`src/hw/rtl/qvr_pkg.sv`:
```
// ---------------------------------------------------------------------------
// qvr_pkg
// Shared constants and register codes for the quaternion vector rotator.
// ---------------------------------------------------------------------------
package qvr_pkg;

	localparam int QVR_DATA_WIDTH = 16;  // vector component width
	localparam int QVR_FRAC_BITS  = 14;  // quaternion fraction bits
	localparam int QVR_CFG_DATA_W = 16;  // configuration write data width
	localparam int QVR_CFG_ADDR_W = 8;   // configuration register index width
	localparam int QVR_NUM_COMP   = 3;   // vector components
	localparam int QVR_NUM_WGT    = 9;   // rotation weights, row-major 3x3
	localparam int QVR_PIPE_DEPTH = 4;   // register stages from input to output

	typedef enum logic [QVR_CFG_ADDR_W-1:0] {
		QVR_REG_QUAT_W = 8'd0,
		QVR_REG_QUAT_X = 8'd1,
		QVR_REG_QUAT_Y = 8'd2,
		QVR_REG_QUAT_Z = 8'd3
	} qvr_reg_t;

endpackage

```
`src/hw/rtl/qvr_round_sat.sv`:
```
// ---------------------------------------------------------------------------
// qvr_round_sat
// Scale a biased dot product, add the input component and clip to range.
// ---------------------------------------------------------------------------
module qvr_round_sat #(
	parameter int DATA_WIDTH = qvr_pkg::QVR_DATA_WIDTH,
	parameter int FRAC_BITS  = qvr_pkg::QVR_FRAC_BITS,
	parameter int SUM_W      = 70
) (
	input  logic signed [SUM_W-1:0]      sum,
	input  logic signed [DATA_WIDTH-1:0] vec,
	output logic signed [DATA_WIDTH-1:0] rot,
	output logic                         sat
);

	localparam int SH  = 2 * FRAC_BITS - 1;
	localparam int T_W = SUM_W + 1;
	localparam logic signed [T_W-1:0] MAXV =
		{{(T_W - DATA_WIDTH + 1){1'b0}}, {(DATA_WIDTH - 1){1'b1}}};
	localparam logic signed [T_W-1:0] MINV = ~MAXV;

	logic signed [SUM_W-1:0] corr;
	logic signed [T_W-1:0]   total;

	always_comb begin
		// the rounding bias is already in sum, so floor gives round-half-up
		corr  = sum >>> SH;
		total = T_W'(corr) + T_W'(vec);
		if (total > MAXV) begin
			rot = DATA_WIDTH'(MAXV);
			sat = 1'b1;
		end else if (total < MINV) begin
			rot = DATA_WIDTH'(MINV);
			sat = 1'b1;
		end else begin
			rot = DATA_WIDTH'(total);
			sat = 1'b0;
		end
	end

endmodule

```
`config.mk`:
```
export PLATFORM = sky130hd
export DESIGN_NAME = qvr_round_sat
export DESIGN_NICKNAME = d
export VERILOG_FILES = /design/src/hw/rtl/qvr_pkg.sv /design/src/hw/rtl/qvr_round_sat.sv
export SDC_FILE = /design/constraint.sdc
export NUM_CORES = 1
export LEC_CHECK = 0
export BUFFER_PORTS_ARGS = -buffer_cell sky130_fd_sc_hd__buf_2
export CORE_MARGIN = 5
export CORE_UTILIZATION = 33
export DETAILED_ROUTE_END_ITERATION = 16
export GPL_TIMING_DRIVEN = 1
export MAX_ROUTING_LAYER = met4
export PLACE_DENSITY = 0.63
export SLEW_MARGIN = 40
export SYNTH_ARGS = -nofsm -noshare
export SYNTH_HDL_FRONTEND = slang
export SYNTH_SLANG_ARGS = --single-unit
```
`constraint.sdc`:
```
create_clock -name vclk -period 6.95
set_clock_uncertainty 0.15 [all_clocks]
set_input_delay 1.39 -clock vclk [all_inputs]
set_output_delay 1.39 -clock vclk [all_outputs]
set_load 0.01 [all_outputs]
```
==> run_summary.xml, run 1 <==
<?xml version="1.0" encoding="UTF-8"?>
<metrics>
  <group name="synth">
    <metric name="yosysWarnings" unit="">0</metric>
    <metric name="synth-adder-area-share" unit="">0.178</metric>
    <metric name="synth_area_leader" unit="">sky130_fd_sc_hd__ha_1</metric>
    <metric name="synth_top_area_frac" unit="">0.172</metric>
    <metric name="portion_of_netlist_area_occupied_by_mux_cells" unit="">0.0164</metric>
    <metric name="synth-xor-area-share" unit="">0.0839</metric>
    <metric name="synth-seq-area-share" unit="">0</metric>
    <metric name="synth_compound_area_frac" unit="">0.391</metric>
    <metric name="synth_top_family_by_area" unit="">compound AO/OA/AOI/OAI gates</metric>
    <metric name="synth-simple-area-share" unit="">0.287</metric>
    <metric name="syn_avg_cell_area" unit="um2">6.87</metric>
    <metric name="yosysUniqueCellTypes" unit="">71</metric>
    <metric name="synth_area_leaders" unit="">sky130_fd_sc_hd__ha_1, sky130_fd_sc_hd__a21oi_1, sky130_fd_sc_hd__nand2_1, sky130_fd_sc_hd__o21ai_0, sky130_fd_sc_hd__xnor2_1</metric>
    <metric name="syn_area" unit="um2">3130</metric>
    <metric name="syn-num-nets" unit="">586</metric>
    <metric name="post_synth_inst_count" unit="">456</metric>
  </group>
  <group name="floorplan">
    <metric name="fp-row-count" unit="">35</metric>
    <metric name="floorplan.die_area" unit="um2">11500</metric>
    <metric name="start_util" unit="">0.339</metric>
    <metric name="fp.dieW" unit="um">107</metric>
    <metric name="dieHeight" unit="um">107</metric>
    <metric name="design.portCount" unit="">103</metric>
    <metric name="design.core.area" unit="um2">9240</metric>
  </group>
  <group name="routing">
    <metric name="initialDrtViolationCount" unit="">249</metric>
    <metric name="avgViaCountPerCell" unit="">5.69</metric>
    <metric name="detailroute.via_count" unit="">3690</metric>
    <metric name="antenna_left" unit="">0</metric>
    <metric name="routed_wirelength" unit="mm">9.34</metric>
    <metric name="drt_pass1_iterations" unit="">5</metric>
    <metric name="wire_per_inst" unit="um">14.4</metric>
    <metric name="drc" unit="">0</metric>
  </group>
  <group name="grt">
    <metric name="grt_max_degree" unit="">29</metric>
    <metric name="groute.usage.overall" unit="">0.161</metric>
    <metric name="global_route_wire_length_before_repair" unit="mm">15.9</metric>
    <metric name="overflow" unit="">0</metric>
    <metric name="via_count_of_the_first_global_routing_pass" unit="">3538</metric>
    <metric name="antenna_found_initial" unit="">0</metric>
  </group>
  <group name="layout">
    <metric name="area_delta_synth_final" unit="%">15.1</metric>
    <metric name="layout-drive-gt1-share" unit="">0.218</metric>
    <metric name="nClkBuffers" unit="">0</metric>
    <metric name="fill_cells" unit="">1040</metric>
    <metric name="finalNetCount" unit="">651</metric>
    <metric name="fin_util" unit="">0.390</metric>
    <metric name="antenna_cells" unit="">0</metric>
    <metric name="final-seq-area" unit="um2">0</metric>
    <metric name="layout.sequential_cells" unit="">0</metric>
  </group>
  <group name="worst_setup_path">
    <metric name="worstPathRequired" unit="ns">5.41</metric>
    <metric name="critical_path_arrival" unit="ns">5.07</metric>
    <metric name="slowest_delay" unit="ns">0.54</metric>
    <metric name="critPathSlowestCell" unit="">sky130_fd_sc_hd__ha_1</metric>
    <metric name="critPathKind" unit="">input pin to output pin</metric>
    <metric name="worst_setup_path_end_kind" unit="">output pin</metric>
    <metric name="critical_path.max_fanout" unit="">28</metric>
    <metric name="setup.worst_path.start_class" unit="">input pin</metric>
    <metric name="critical_path.cell_chain" unit="">clkbuf_4, ha_1, nand4_1, nor3_1, o21ai_1, a311o_1, a211o_1, and4b_1, nor3_2, nor4_1, and4b_4, nor2_4, o21ai_0, buf_2</metric>
  </group>
  <group name="placement">
    <metric name="routabilityCongestion" unit="">0.895</metric>
    <metric name="place_hpwl" unit="mm">7.98</metric>
    <metric name="numPortBuffers" unit="">76</metric>
    <metric name="dpl_worst_slack" unit="ns">0.291</metric>
  </group>
  <group name="sta">
    <metric name="min_period" unit="ns">6.61</metric>
    <metric name="fmax" unit="MHz">151</metric>
    <metric name="setup_repair_after_global_routing_missed_its_margin" unit="">no</metric>
    <metric name="max_slew.worst_pin.slew" unit="ns">0.572</metric>
    <metric name="finalMaxSlewViolations" unit="">0</metric>
    <metric name="slew_headroom" unit="">0.615</metric>
    <metric name="final_critical_path_setup_slack" unit="ns">0.337</metric>
    <metric name="tns" unit="ns">0</metric>
    <metric name="report.final.setup_viol" unit="">0</metric>
    <metric name="finalHoldViolations" unit="">0</metric>
    <metric name="post-route-period-util" unit="">0.952</metric>
  </group>
  <group name="clock_network">
    <metric name="cts_hold_repair_buffers" unit="">0</metric>
  </group>
  <group name="min_path">
    <metric name="min_path_type" unit="">input pin to output pin</metric>
  </group>
  <group name="outcome">
    <metric name="status" unit="">complete, no violations</metric>
  </group>
  <group name="power_and_ir_drop">
    <metric name="irDropWorstVdd" unit="uV">21.9</metric>
    <metric name="pwr_cell_area" unit="nW/um2">99.8</metric>
    <metric name="leakage" unit="nW">1.53</metric>
    <metric name="total_power" unit="uW">359</metric>
  </group>
  <group name="run">
    <metric name="max-cap-violations" unit="">0</metric>
  </group>
</metrics>
-- through the flow --
stage,area [um2],hold slack (ns),instances
after floorplan,3130,2.89,456
after global placement,3600,3.11,648
after detailed placement,3600,3.12,648
after CTS,3600,3.12,648
after global routing,3600,3.15,648
final,3600,3.10,648
-- repair_timing --
item | CTS | global route
setup endpoints to repair | 0 | 8
setup buffers | 0 | 0
gates resized for setup | 0 | 1
endpoints found under the hold margin | 0 | 0
-- Yosys cell counts, types with 3 or more instances --
cell                        instances
sky130_fd_sc_hd__a21oi_1           55
sky130_fd_sc_hd__and4_1             6
sky130_fd_sc_hd__inv_1             13
sky130_fd_sc_hd__nand4_1           14
sky130_fd_sc_hd__o21ai_0           35
sky130_fd_sc_hd__mux2i_1            4
sky130_fd_sc_hd__buf_2             10
sky130_fd_sc_hd__o21ai_1            4
sky130_fd_sc_hd__and3_1             5
sky130_fd_sc_hd__ha_1              43
sky130_fd_sc_hd__nor4_1             7
sky130_fd_sc_hd__a211oi_1           3
sky130_fd_sc_hd__nor2_1            31
sky130_fd_sc_hd__and2_1             5
sky130_fd_sc_hd__a211oi_2           3
sky130_fd_sc_hd__o21ai_2           11
sky130_fd_sc_hd__nand2_1           47
sky130_fd_sc_hd__o21bai_1           3
sky130_fd_sc_hd__o21a_1             8
sky130_fd_sc_hd__clkbuf_1           3
sky130_fd_sc_hd__o211ai_1           5
sky130_fd_sc_hd__xnor2_1           17
sky130_fd_sc_hd__a211o_1            3
sky130_fd_sc_hd__a21o_1            15
sky130_fd_sc_hd__nand2b_1           5
sky130_fd_sc_hd__nor3_1            11
sky130_fd_sc_hd__a31oi_1            5
sky130_fd_sc_hd__xor2_1            13
sky130_fd_sc_hd__o2111ai_1          3
sky130_fd_sc_hd__nand3_1           15
sky130_fd_sc_hd__or3_1              5
-- path summary, 6_finish.rpt --
path / cells after the start / startpoint / to / slack, ns
setup / recovery: 14 / vec[15] / rot[3] / 0.34
hold / removal: 5 / vec[0] / rot[0] / 3.10
-- report_power, final --
part           total (mW)  internal [mW]  leakage, nW  switching [mW]
Sequential              0              0            0               0
Clock                   0              0            0               0
Combinational       0.359          0.146         1.53           0.214
Total               0.359          0.146         1.53           0.214
-- worst max-delay path, delay by kind of cell --
family / cells / cell delay (ns)
AOI/OAI and AO/OA: 4 / 1.21
adders and majority gates: 1 / 0.54
buffers and inverters: 2 / 0.44
and+or+nand+nor: 7 / 1.49
-- logic make-up (layout without fill, tap and decap cells) --
group | count (synthesis) | count (layout)
AO/OA/AOI/OAI | 180 | 180
XOR/XNOR | 30 | 30
adder cells (fa/ha/maj) | 44 | 44
buffers and inverters | 28 | 91
multiplexers | 5 | 5
AND/OR/NAND/NOR | 169 | 169
-- routing by layer --
layer | track usage | routed length [um]
met2 | 0.263 | 4240
met1 | 0.225 | 4460
met3 | 0.00960 | 521
met4 | 0.0207 | 116
met5 | - | 0
-- layout make-up --
class,count,area [um2],share of cell area
Inverter,13,48.8,0.0135
Multi-Input combinational cell,428,2990,0.831
Tap cell,129,161,0.0448
Timing Repair Buffer,78,398,0.110
-- layout by cell type (no fill, tap or decap), drive strengths merged, types with 14 or more instances in the layout --
master / count
xnor2: 17
a21oi: 57
nand3: 16
nand2: 48
buf: 77
nor2: 32
o21ai: 50
a21o: 15
ha: 43
nand4: 14
Note: power is estimated with default switching activity, not from simulation.
==> inputs of run 2 (changes only) <==
Settings changed: GPL_ROUTABILITY_DRIVEN from default to 0, PLACE_DENSITY 0.63 to default.
==> run_summary.xml, run 2 (synthesized netlist as in run 1, its figures left out) <==
<?xml version="1.0" encoding="UTF-8"?>
<metrics>
  <group name="sta">
    <metric name="slew_headroom" unit="">0.577</metric>
    <metric name="post-route-period-util" unit="">0.944</metric>
    <metric name="max_slew.worst_pin.slew" unit="ns">0.629</metric>
    <metric name="setup_repair_after_global_routing_missed_its_margin" unit="">no</metric>
    <metric name="tns" unit="ns">0</metric>
    <metric name="min_period" unit="ns">6.56</metric>
    <metric name="finalMaxSlewViolations" unit="">0</metric>
    <metric name="finalHoldViolations" unit="">0</metric>
    <metric name="fmax" unit="MHz">152</metric>
    <metric name="report.final.setup_viol" unit="">0</metric>
  </group>
  <group name="routing">
    <metric name="drt_pass1_iterations" unit="">5</metric>
    <metric name="avgViaCountPerCell" unit="">5.63</metric>
    <metric name="initialDrtViolationCount" unit="">204</metric>
    <metric name="routed_wirelength" unit="mm">9.49</metric>
    <metric name="detailroute.via_count" unit="">3651</metric>
    <metric name="antenna_left" unit="">0</metric>
    <metric name="wire_per_inst" unit="um">14.6</metric>
    <metric name="drc" unit="">0</metric>
  </group>
  <group name="layout">
    <metric name="mostFrequentLayoutCells" unit="">sky130_fd_sc_hd__buf_2, sky130_fd_sc_hd__a21oi_1, sky130_fd_sc_hd__nand2_1, sky130_fd_sc_hd__ha_1, sky130_fd_sc_hd__o21ai_0</metric>
    <metric name="layout.sequential_cells" unit="">0</metric>
    <metric name="fill_cells" unit="">1016</metric>
    <metric name="layout.cells.most_common" unit="">sky130_fd_sc_hd__buf_2</metric>
    <metric name="nClkBuffers" unit="">0</metric>
    <metric name="final-seq-area" unit="um2">0</metric>
    <metric name="area_delta_synth_final" unit="%">15.3</metric>
    <metric name="fin_util" unit="">0.391</metric>
    <metric name="finalNetCount" unit="">652</metric>
    <metric name="antenna_cells" unit="">0</metric>
    <metric name="layout-drive-gt1-share" unit="">0.219</metric>
  </group>
  <group name="placement">
    <metric name="numPortBuffers" unit="">76</metric>
    <metric name="place_hpwl" unit="mm">8.12</metric>
  </group>
  <group name="grt">
    <metric name="grt_max_degree" unit="">29</metric>
    <metric name="overflow" unit="">0</metric>
    <metric name="via_count_of_the_first_global_routing_pass" unit="">3414</metric>
    <metric name="antenna_found_initial" unit="">0</metric>
    <metric name="global_route_wire_length_before_repair" unit="mm">15.7</metric>
    <metric name="groute.usage.overall" unit="">0.161</metric>
  </group>
  <group name="worst_setup_path">
    <metric name="critPathKind" unit="">input pin to output pin</metric>
    <metric name="critPathTopFamily" unit="">compound AO/OA/AOI/OAI gates</metric>
    <metric name="critical_path.n_buffers_inverters" unit="">3</metric>
    <metric name="critical_path_arrival" unit="ns">5.02</metric>
    <metric name="worstPathRequired" unit="ns">5.41</metric>
    <metric name="critical_path.max_fanout" unit="">28</metric>
    <metric name="critPathSlowestCell" unit="">sky130_fd_sc_hd__ha_1</metric>
    <metric name="worst_setup_path_end_kind" unit="">output pin</metric>
    <metric name="slowest_delay" unit="ns">0.54</metric>
    <metric name="critical_path.cell_chain" unit="">clkbuf_4, ha_1, a21oi_1, o21a_1, o21ai_0, o21ai_0, o21ba_2, xor2_1, nand4_1, nor4b_1, and4b_4, nor2_4, buf_4, o21ai_2, buf_2</metric>
    <metric name="setup.worst_path.start_class" unit="">input pin</metric>
    <metric name="cp_common_cell" unit="">sky130_fd_sc_hd__o21ai_0</metric>
  </group>
  <group name="floorplan">
    <metric name="fp.dieW" unit="um">107</metric>
    <metric name="start_util" unit="">0.339</metric>
    <metric name="dieHeight" unit="um">107</metric>
    <metric name="floorplan.die_area" unit="um2">11500</metric>
    <metric name="fp-row-count" unit="">35</metric>
    <metric name="design.core.area" unit="um2">9240</metric>
    <metric name="design.portCount" unit="">103</metric>
  </group>
  <group name="min_path">
    <metric name="min_path_type" unit="">input pin to output pin</metric>
  </group>
  <group name="power_and_ir_drop">
    <metric name="irDropWorstVdd" unit="uV">32.5</metric>
    <metric name="leakage" unit="nW">1.54</metric>
    <metric name="pwr_cell_area" unit="nW/um2">100</metric>
  </group>
  <group name="run">
    <metric name="max-cap-violations" unit="">0</metric>
  </group>
  <group name="clock_network">
    <metric name="post_cts_buffers" unit="">0</metric>
  </group>
  <group name="outcome">
    <metric name="status" unit="">complete, no violations</metric>
  </group>
</metrics>
run 2: path summary, 6_finish.rpt:
path	startpoint	end	slack (ns)	cells past startpoint
setup / recovery	vec[15]	rot[12]	0.39	15
hold / removal	vec[0]	rot[0]	3.11	5
run 2: per-layer routing:
layer	routed length, um	track usage	share of wire	up-vias
li1	-	-	-	1883
met5	0	-	0	-
met3	504	0.00900	0.053	8
met1	4590	0.224	0.48	1638
met4	108	0.0180	0.011	0
met2	4280	0.265	0.45	122
run 2: timing repair:
| item | CTS | global route |
|---|---|---|
| endpoints found under the hold margin | 0 | 0 |
| hold buffers | 0 | 0 |
| endpoints found under the setup margin | 0 | 11 |
| gates resized for setup | 0 | 2 |
run 2: power breakdown:
part	internal, mW	switching [mW]
clock	0	0
sequential	0	0
combinational	0.147	0.215
run 2: through the flow:
step	cell area (um2)	cells	total power, mW	hold WS (ns)	setup WS [ns]
2_1_floorplan	3130	456	0.270	2.89	1.27
3_3_place_gp	3610	649	0.354	3.11	0.382
3_5_place_dp	3610	649	0.358	3.12	0.322
4_1_cts	3610	649	0.360	3.12	0.302
5_1_grt	3610	649	0.404	3.14	0.0632
6_report	3610	649	0.361	3.11	0.386
run 2: layout make-up:
type | count | area, um2 | share of cell area
Tap cell | 129 | 161 | 0.0447
Multi-Input combinational cell | 428 | 2990 | 0.829
Inverter | 13 | 48.8 | 0.0135
Timing Repair Buffer | 79 | 405 | 0.112
